<file path="src/tplc_pkg.sv">
// Shared types and constants for the two-point linear calibration block.
// No dependencies.
`timescale 1ns / 1ps
package tplc_pkg;
    localparam logic [1:0] ST_SAMPLE    = 2'd0;
    localparam logic [1:0] ST_TWO_POINT = 2'd1;
    localparam logic [1:0] ST_OFFSET    = 2'd2;
    localparam logic [1:0] ST_SAME_RAW  = 2'd3;
    localparam logic REQ_SAMPLE  = 1'b0;
    localparam logic REQ_CAPTURE = 1'b1;

    // serial multiplier and divider control
    typedef struct packed {
        logic start;
        logic busy;
        logic done;
    } tplc_ctl_t;

    function automatic logic signed [31:0] tplc_sat32(input logic signed [65:0] v);
        logic signed [65:0] mx;
        logic signed [65:0] mn;
        mx = 66'sd2147483647;
        mn = -66'sd2147483648;
        if (v > mx) tplc_sat32 = 32'sh7FFFFFFF;
        else if (v < mn) tplc_sat32 = 32'sh80000000;
        else tplc_sat32 = v[31:0];
    endfunction
endpackage

</file>
<file path="src/tplc_mul.sv">
// Bit-serial signed multiplier: one multiplier bit per cycle, shift-add.
// Uses tplc_pkg.
`timescale 1ns / 1ps
module tplc_mul import tplc_pkg::*; (
    input  logic               aclk,
    input  logic               aresetn,
    input  logic               start,
    input  logic signed [31:0] a,
    input  logic signed [31:0] b,
    output logic signed [63:0] p,
    output tplc_ctl_t          ctl
);
    logic signed [63:0] acc_reg, acc_next;
    logic signed [63:0] mcand_reg, mcand_next;
    logic [31:0]        mplier_reg, mplier_next;
    logic [5:0]         cnt_reg, cnt_next;
    logic               busy_reg, busy_next;
    logic               done_reg, done_next;

    always_comb begin
        acc_next = acc_reg;
        mcand_next = mcand_reg;
        mplier_next = mplier_reg;
        cnt_next = cnt_reg;
        busy_next = busy_reg;
        done_next = 1'b0;
        if (start) begin
            acc_next = '0;
            mcand_next = 64'(a);
            mplier_next = b;
            cnt_next = '0;
            busy_next = 1'b1;
        end else if (busy_reg) begin
            // bit 31 of the multiplier carries negative weight
            if (mplier_reg[0]) begin
                if (cnt_reg == 6'd31) acc_next = acc_reg - mcand_reg;
                else acc_next = acc_reg + mcand_reg;
            end
            mcand_next = mcand_reg <<< 1;
            mplier_next = mplier_reg >> 1;
            cnt_next = cnt_reg + 6'd1;
            if (cnt_reg == 6'd31) begin
                busy_next = 1'b0;
                done_next = 1'b1;
            end
        end
    end

    always_ff @(posedge aclk) begin
        if (!aresetn) begin
            busy_reg <= 1'b0;
            done_reg <= 1'b0;
            cnt_reg <= '0;
        end else begin
            busy_reg <= busy_next;
            done_reg <= done_next;
            cnt_reg <= cnt_next;
        end
        acc_reg <= acc_next;
        mcand_reg <= mcand_next;
        mplier_reg <= mplier_next;
    end

    assign p = acc_reg;
    assign ctl.start = start;
    assign ctl.busy = busy_reg;
    assign ctl.done = done_reg;
endmodule

</file>
<file path="src/tplc_div.sv">
// Bit-serial restoring divider, truncating toward zero, one quotient bit per cycle.
// Uses tplc_pkg.
`timescale 1ns / 1ps
module tplc_div import tplc_pkg::*; (
    input  logic               aclk,
    input  logic               aresetn,
    input  logic               start,
    input  logic signed [47:0] num,
    input  logic signed [24:0] den,
    output logic signed [47:0] quo,
    output tplc_ctl_t          ctl
);
    logic [47:0] q_reg, q_next;
    logic [25:0] r_reg, r_next;
    logic [24:0] d_reg, d_next;
    logic        neg_reg, neg_next;
    logic [5:0]  cnt_reg, cnt_next;
    logic        busy_reg, busy_next;
    logic        done_reg, done_next;
    logic [25:0] trial;

    always_comb begin
        q_next = q_reg;
        r_next = r_reg;
        d_next = d_reg;
        neg_next = neg_reg;
        cnt_next = cnt_reg;
        busy_next = busy_reg;
        done_next = 1'b0;
        trial = {r_reg[24:0], q_reg[47]};
        if (start) begin
            q_next = num[47] ? 48'(-num) : num;
            d_next = den[24] ? 25'(-den) : den;
            neg_next = num[47] ^ den[24];
            r_next = '0;
            cnt_next = '0;
            busy_next = 1'b1;
        end else if (busy_reg) begin
            if (trial >= {1'b0, d_reg}) begin
                r_next = trial - {1'b0, d_reg};
                q_next = {q_reg[46:0], 1'b1};
            end else begin
                r_next = trial;
                q_next = {q_reg[46:0], 1'b0};
            end
            cnt_next = cnt_reg + 6'd1;
            if (cnt_reg == 6'd47) begin
                busy_next = 1'b0;
                done_next = 1'b1;
            end
        end
    end

    always_ff @(posedge aclk) begin
        if (!aresetn) begin
            busy_reg <= 1'b0;
            done_reg <= 1'b0;
            cnt_reg <= '0;
        end else begin
            busy_reg <= busy_next;
            done_reg <= done_next;
            cnt_reg <= cnt_next;
        end
        q_reg <= q_next;
        r_reg <= r_next;
        d_reg <= d_next;
        neg_reg <= neg_next;
    end

    assign quo = neg_reg ? -$signed(q_reg) : $signed(q_reg);
    assign ctl.start = start;
    assign ctl.busy = busy_reg;
    assign ctl.done = done_reg;
endmodule

</file>
<file path="src/two_point_linear_calibration.sv">
// Top level of the two-point linear calibration block; sequencer and state.
// Uses tplc_pkg, tplc_mul, tplc_div.
`timescale 1ns / 1ps
// One word at a time. A sample word runs the serial multiplier three
// times: the voltage channel, the current channel, then power. A capture word
// runs one multiply for the single-point offset. When both points exist and
// their raws differ, a serial divide and a further multiply follow.
// s_tready is high only while the sequencer is idle and the output register
// is free. The result waits in m_tdata until it is taken, and the next word
// can be accepted in the cycle after that. Calibrated values are
// floor(raw*scale/2^F)+offset, saturated to 32 bits. The scale is rise over run,
// truncated toward zero.
module two_point_linear_calibration import tplc_pkg::*; #(
    parameter int SCALE_FRAC_BITS = 16,
    parameter int RAW_BITS = 16
) (
    input  logic         aclk,
    input  logic         aresetn,
    input  logic         s_tvalid,
    output logic         s_tready,
    // from bit 0: raw_voltage, raw_current, channel, point_end, captured_raw,
    // reference_value (bits 0..73), zero fill to 80
    input  logic [79:0]  s_tdata,
    // req_type
    input  logic [0:0]   s_tuser,
    output logic         m_tvalid,
    input  logic         m_tready,
    // from bit 0: calibrated_voltage, calibrated_current, power, new_scale,
    // new_offset
    output logic [191:0] m_tdata,
    // status
    output logic [1:0]   m_tuser
);
    typedef enum logic [6:0] {
        S_IDLE  = 7'b0000001,
        S_MULV  = 7'b0000010,
        S_MULI  = 7'b0000100,
        S_MULP  = 7'b0001000,
        S_OFS   = 7'b0010000,
        S_DIV   = 7'b0100000,
        S_OFS2  = 7'b1000000
    } state_t;

    state_t state_reg, state_next;
    logic signed [31:0] gain_reg [2];
    logic signed [31:0] bias_reg [2];
    logic [RAW_BITS-1:0] lraw_reg [2];
    logic [RAW_BITS-1:0] hraw_reg [2];
    logic signed [23:0] ltrue_reg [2];
    logic signed [23:0] htrue_reg [2];
    logic [1:0] lseen_reg, hseen_reg;

    logic [15:0] ri_reg;
    logic        ch_reg;
    logic signed [31:0] v_reg, i_reg;
    logic        out_valid_reg;
    logic [1:0]  out_status_reg;
    logic signed [31:0] o_v_reg, o_i_reg, o_s_reg, o_b_reg;
    logic signed [63:0] o_p_reg;

    logic        mul_start;
    logic signed [31:0] mul_a, mul_b;
    logic signed [63:0] mul_p;
    tplc_ctl_t   mul_ctl;
    logic        div_start;
    logic signed [47:0] div_num, div_q;
    logic signed [24:0] div_den;
    tplc_ctl_t   div_ctl;

    logic accept;
    logic in_req;
    logic [RAW_BITS-1:0] in_raw;
    logic in_ch, in_hi;
    logic signed [23:0] in_true;
    logic signed [31:0] cal_res, ofs_res, ofs1_res;
    logic signed [65:0] floor_p;
    // truth of the point being captured, held from acceptance
    logic signed [23:0] s_true_cap;

    assign s_tready = (state_reg == S_IDLE) && !out_valid_reg;
    assign accept = s_tvalid && s_tready;
    assign in_req = s_tuser[0];
    assign in_ch = s_tdata[32];
    assign in_hi = s_tdata[33];
    assign in_raw = RAW_BITS'(s_tdata[49:34]);
    assign in_true = s_tdata[73:50];

    // arithmetic shift is floor division by 2^F
    assign floor_p = 66'(mul_p >>> SCALE_FRAC_BITS);
    assign cal_res = tplc_sat32(floor_p + 66'(bias_reg[ch_reg]));
    assign ofs_res = tplc_sat32(66'(ltrue_reg[ch_reg]) - floor_p);
    // single-point offset: captured truth minus scaled raw
    assign ofs1_res = tplc_sat32(66'(s_true_cap) - floor_p);

    tplc_mul u_mul (.aclk, .aresetn, .start(mul_start), .a(mul_a), .b(mul_b),
                    .p(mul_p), .ctl(mul_ctl));
    tplc_div u_div (.aclk, .aresetn, .start(div_start), .num(div_num),
                    .den(div_den), .quo(div_q), .ctl(div_ctl));

    logic [RAW_BITS-1:0] cur_raw;
    logic signed [31:0] dy;
    always_comb begin
        cur_raw = lraw_reg[ch_reg];
        dy = 32'(htrue_reg[ch_reg]) - 32'(ltrue_reg[ch_reg]);
        div_num = 48'(dy) <<< SCALE_FRAC_BITS;
        div_den = 25'(hraw_reg[ch_reg]) - 25'(lraw_reg[ch_reg]);
    end

    always_comb begin
        state_next = state_reg;
        mul_start = 1'b0;
        div_start = 1'b0;
        mul_a = '0;
        mul_b = '0;
        case (state_reg)
            S_IDLE: if (accept) begin
                mul_start = 1'b1;
                if (in_req == REQ_SAMPLE) begin
                    mul_a = 32'(RAW_BITS'(s_tdata[15:0]));
                    mul_b = gain_reg[0];
                    state_next = S_MULV;
                end else begin
                    mul_a = 32'(in_raw);
                    mul_b = gain_reg[in_ch];
                    state_next = S_OFS;
                end
            end
            S_MULV: if (mul_ctl.done) begin
                mul_start = 1'b1;
                mul_a = 32'(RAW_BITS'(ri_reg));
                mul_b = gain_reg[1];
                state_next = S_MULI;
            end
            S_MULI: if (mul_ctl.done) begin
                mul_start = 1'b1;
                mul_a = v_reg;
                mul_b = cal_res;
                state_next = S_MULP;
            end
            S_MULP: if (mul_ctl.done) state_next = S_IDLE;
            S_OFS: if (mul_ctl.done) begin
                if ((lseen_reg[ch_reg] && hseen_reg[ch_reg]) &&
                    (hraw_reg[ch_reg] != lraw_reg[ch_reg])) begin
                    div_start = 1'b1;
                    state_next = S_DIV;
                end else begin
                    state_next = S_IDLE;
                end
            end
            S_DIV: if (div_ctl.done) begin
                mul_start = 1'b1;
                mul_a = 32'(cur_raw);
                mul_b = tplc_sat32(66'(div_q));
                state_next = S_OFS2;
            end
            S_OFS2: if (mul_ctl.done) state_next = S_IDLE;
            default: state_next = S_IDLE;
        endcase
    end

    always_ff @(posedge aclk) begin
        if (!aresetn) begin
            state_reg <= S_IDLE;
            out_valid_reg <= 1'b0;
            lseen_reg <= '0;
            hseen_reg <= '0;
            for (int c = 0; c < 2; c++) begin
                gain_reg[c] <= 32'sd1 <<< SCALE_FRAC_BITS;
                bias_reg[c] <= '0;
                lraw_reg[c] <= '0;
                hraw_reg[c] <= '0;
                ltrue_reg[c] <= '0;
                htrue_reg[c] <= '0;
            end
        end else begin
            state_reg <= state_next;
            if (m_tvalid && m_tready) out_valid_reg <= 1'b0;
            case (state_reg)
                S_IDLE: if (accept) begin
                    ri_reg <= s_tdata[31:16];
                    if (in_req == REQ_CAPTURE) begin
                        ch_reg <= in_ch;
                        if (in_hi) begin
                            hraw_reg[in_ch] <= in_raw;
                            htrue_reg[in_ch] <= in_true;
                            hseen_reg[in_ch] <= 1'b1;
                        end else begin
                            lraw_reg[in_ch] <= in_raw;
                            ltrue_reg[in_ch] <= in_true;
                            lseen_reg[in_ch] <= 1'b1;
                        end
                    end else begin
                        ch_reg <= 1'b0;
                    end
                end
                S_MULV: if (mul_ctl.done) begin
                    v_reg <= cal_res;
                    ch_reg <= 1'b1;
                end
                S_MULI: if (mul_ctl.done) i_reg <= cal_res;
                S_MULP: if (mul_ctl.done) begin
                    out_valid_reg <= 1'b1;
                    out_status_reg <= ST_SAMPLE;
                    o_v_reg <= v_reg;
                    o_i_reg <= i_reg;
                    o_p_reg <= mul_p;
                    o_s_reg <= '0;
                    o_b_reg <= '0;
                end
                S_OFS: if (mul_ctl.done) begin
                    bias_reg[ch_reg] <= ofs1_res;
                    if (!((lseen_reg[ch_reg] && hseen_reg[ch_reg]) &&
                          (hraw_reg[ch_reg] != lraw_reg[ch_reg]))) begin
                        out_valid_reg <= 1'b1;
                        out_status_reg <= (lseen_reg[ch_reg] && hseen_reg[ch_reg]) ?
                                          ST_SAME_RAW : ST_OFFSET;
                        o_v_reg <= '0;
                        o_i_reg <= '0;
                        o_p_reg <= '0;
                        o_s_reg <= gain_reg[ch_reg];
                        o_b_reg <= ofs1_res;
                    end
                end
                S_DIV: if (div_ctl.done) gain_reg[ch_reg] <= tplc_sat32(66'(div_q));
                S_OFS2: if (mul_ctl.done) begin
                    bias_reg[ch_reg] <= ofs_res;
                    out_valid_reg <= 1'b1;
                    out_status_reg <= ST_TWO_POINT;
                    o_v_reg <= '0;
                    o_i_reg <= '0;
                    o_p_reg <= '0;
                    o_s_reg <= gain_reg[ch_reg];
                    o_b_reg <= ofs_res;
                end
                default: ;
            endcase
        end
    end

    always_ff @(posedge aclk) begin
        if (accept) s_true_cap <= in_true;
    end

    assign m_tvalid = out_valid_reg;
    assign m_tuser = out_status_reg;
    assign m_tdata = {o_b_reg, o_s_reg, o_p_reg, o_i_reg, o_v_reg};

    assert property (@(posedge aclk) disable iff (!aresetn)
        accept |=> !s_tready)
        else $error("accepted a word while busy");
    assert property (@(posedge aclk) disable iff (!aresetn)
        m_tvalid && !m_tready |=> m_tvalid && $stable(m_tdata))
        else $error("result lost while stalled");
    assert property (@(posedge aclk) disable iff (!aresetn)
        !(mul_ctl.busy && div_ctl.busy))
        else $error("multiplier and divider both active");
endmodule
</file>
<file path="config.mk">
export PLATFORM = sky130hd
export DESIGN_NAME = two_point_linear_calibration
export DESIGN_NICKNAME = d
export VERILOG_FILES = /design/src/tplc_pkg.sv /design/src/tplc_mul.sv /design/src/tplc_div.sv /design/src/two_point_linear_calibration.sv
export SDC_FILE = /design/constraint.sdc
export NUM_CORES = 2
export LEC_CHECK = 0
export BUFFER_PORTS_ARGS = -buffer_cell sky130_fd_sc_hd__buf_4
export CAP_MARGIN = 20
export CORE_MARGIN = 2
export CORE_UTILIZATION = 55
export CTS_CLUSTER_SIZE = 14
export DETAILED_ROUTE_END_ITERATION = 10
export HOLD_SLACK_MARGIN = 0.15
export PLACE_DENSITY_LB_ADDON = 0.3
export SYNTH_ARGS = -nofsm -noshare
export SYNTH_HDL_FRONTEND = slang
export SYNTH_SLANG_ARGS = --single-unit
export TNS_END_PERCENT = 5
</file>
<file path="constraint.sdc">
create_clock -name aclk -period 71 [get_ports aclk]
set_input_delay 10.65 -clock aclk [delete_from_list [all_inputs] [get_ports aclk]]
set_output_delay 10.65 -clock aclk [all_outputs]
set_load 0.02 [all_outputs]
</file>
==> results.json <==
{
  "dp.cells": 6911,
  "dr.pass1.iters": 7,
  "setup_viol": 0,
  "cts_tree": "built",
  "layout_common_cells": "edfxtp_1 (757), nand2_1 (438), nor2_1 (425)",
  "min_from": "lseen_reg[1]",
  "synthAdderAreaFrac_pct": 6.57,
  "drtIter0Drc": 5295,
  "insertion_delay_ns": 0.69,
  "regArea_mm2": 0.0251,
  "worstSetupStartpointType": "primary input",
  "synthTopCellsByArea": "edfxtp_1 (41%), ha_1 (6.3%), dfxtp_1 (4.3%), a21oi_1 (3.5%), xnor2_1 (3.2%)",
  "vdd_drop_max_mv": 0.0299,
  "finalSetupTns_ns": 0,
  "seqPwrFrac_pct": 29.2,
  "period_share_pct": 19.8,
  "clockBufferDepth": 3,
  "nFillCells": 8193,
  "synth_compound_area_share_pct": 18.9,
  "place.gp.congestion": 0.967,
  "grt_first_pass_wirelength_um": 253000,
  "fmax_mhz": 71.1,
  "critPathCaptureType": "flop",
  "synthCells": 5575,
  "hold_path_class": "reg -> reg",
  "viasPerCell": 6.46,
  "p_leak_nw": 24.3,
  "die_w_um": 320,
  "synth-edff-count": 757,
  "nets": 6083,
  "htreeDepth": 3,
  "clkTransAtPathRegs_ns": 0.06,
  "wl_per_cell_um": 24.0,
  "internal_power_mw": 1.39,
  "max_slew.worst_pin.slew_ns": 1.15,
  "synth_seq_cells": 875,
  "worst-r2r-setup-slack_ns": 63.35,
  "ys_warn_count": 0,
  "layout_commonest_cell": "edfxtp_1",
  "cp_max_fo": 43,
  "switching_power_mw": 1.09,
  "crit_start": "s_tvalid",
  "vias": 45800,
  "synth.distinct_cells": 88,
  "area_delta_synth_final_pct": 11.6,
  "cts-hold-fix-buffers": 0,
  "synth-seq-area-share_pct": 45.6,
  "die_y_um": 320,
  "numPortBuffers": 274,
  "async_flop_share_pct": 0,
  "grtUsageTotal_pct": 32.0,
  "synth_top_family_by_area": "compound AO/OA/AOI/OAI gates",
  "outcome": "complete, no violations",
  "numCtsBuffers": 93,
  "synth_xor_area_share_pct": 5.73,
  "sw_frac_of_total_pct": 44.0,
  "drive_gt1_share_pct": 11.6,
  "slew_headroom_pct": 22.4,
  "grt_max_degree": 112,
  "drv_slew": 0,
  "fin_util_pct": 61.6,
  "synth_top_area_share_pct": 41.3,
  "io_pins": 281,
  "grt_pass1_vias": 42400,
  "overflow": 0,
  "skew_ns": 0.0541,
  "antenna_found_initial": 5,
  "syn_area_mm2": 0.0551,
  "postSynthAreaPerCell_um2": 9.88,
  "clockRootBuffer": "clkbuf_16",
  "drt_wl_total_um": 170000,
  "power.density_mw_per_mm2": 40.5,
  "p_comb_share_pct": 50.6,
  "remaining_drc_errors": 0,
  "required_ns": 71.32,
  "yosys.area.top_type": "edfxtp_1",
  "rsz0062_at_grt": "false",
  "crit_type": "in -> reg",
  "postCtsResizedCells": 0,
  "post_cts_buffers": 0,
  "antenna_left": 0,
  "cp.arrival_ns": 14.38,
  "die-area_mm2": 0.103,
  "synthFlopType": "edfxtp_1",
  "core_mm2": 0.0997,
  "final_cells": 7091,
  "fin_crit_ns": 14.06,
  "cts_sinks": 875,
  "multiInputGateArea_mm2": 0.0282,
  "yosys.area_share.simple_pct": 15.9,
  "start_util_pct": 55.2,
  "clkPwrFrac_pct": 20.1,
  "finalHoldViolCount": 0,
  "place_hpwl_um": 125000,
  "rows": 116,
  "synthMuxAreaShare_pct": 3.73,
  "drv_cap": 0
}
power by group through the flow:
stage	Sequential, mW	Combinational (mW)	Clock (mW)
floorplan	0.706	0.905	0
global placement	0.732	1.20	0
detailed placement	0.734	1.22	0
CTS	0.724	1.23	0.505
global route	0.733	1.37	0.524
finish	0.727	1.26	0.501
synthesized netlist by cell type (40+ instances only):
| cell type | instances |
|---|---|
| dfxtp_1 | 118 |
| inv_1 | 210 |
| xnor2_1 | 200 |
| nand2_1 | 441 |
| nor4_1 | 40 |
| a21oi_1 | 387 |
| nor3_1 | 94 |
| nor2b_1 | 66 |
| o211ai_1 | 75 |
| a21o_1 | 147 |
| o21bai_1 | 48 |
| nand3_1 | 118 |
| a211oi_1 | 131 |
| xor2_1 | 160 |
| nand2b_1 | 42 |
| and3_1 | 123 |
| nand4_1 | 60 |
| a31oi_1 | 57 |
| nor2_1 | 429 |
| mux2i_1 | 105 |
| edfxtp_1 | 757 |
| o21ai_0 | 326 |
| o31ai_1 | 51 |
| o21a_1 | 55 |
| clkbuf_1 | 258 |
| and2_1 | 188 |
| mux2_2 | 89 |
| ha_1 | 278 |
path summary, 6_finish.rpt:
kind / end / cells past startpoint
max: htrue_reg[1][19] / 8
max reg2reg: o_b_reg[29] / 16
min: lseen_reg[1] / 1
min reg2reg: lseen_reg[1] / 1
metal layers:
| metal | up-vias | global-route usage [%] | part of all wire (%) |
|---|---|---|---|
| li1 | 21100 | - | - |
| met1 | 22000 | 45.9 | 43 |
| met2 | 2355 | 49.0 | 44 |
| met3 | 356 | 4.80 | 9.5 |
| met4 | 0 | 12.4 | 4.0 |
| met5 | - | 0 | 0 |
final cells by class:
class	count	share of cell area, %
clock inverter	43	0.753
timing repair buffer	341	4.26
clock buffer	129	4.31
sequential	875	40.8
antenna	3	0.0122
tap	1298	2.64
inverter	211	1.29
multi-input combinational	4191	45.9
through the flow:
| stage | cell area, um2 | hold WS, ns | worst slack (ns) | total power, mW |
|---|---|---|---|---|
| 2_1_floorplan | 55100 | 0.426 | 40.79 | 1.61 |
| 3_3_place_gp | 58200 | 0.433 | 56.36 | 1.94 |
| 3_5_place_dp | 58200 | 0.441 | 56.21 | 1.96 |
| 4_1_cts | 61400 | 0.455 | 56.99 | 2.46 |
| 5_1_grt | 61400 | 0.475 | 56.71 | 2.63 |
| 6_report | 61400 | 0.453 | 56.94 | 2.49 |
worst max-delay path, cell delays in order:
cell	delay, ns
buf_4	0.07
nand2_1	0.23
inv_2	0.85
nand2_1	0.30
inv_1	0.67
nand2_1	0.38
o21ai_4	0.63
buf_4	0.53
cells by family after synthesis:
family          after synthesis
compound gates             1585
xor+xnor                    360
fa+ha+maj                   285
buf+inv                     516
flops                       875
mux                         194
other cells                   1
simple gates               1759
Note: power is estimated with default switching activity, not from simulation.
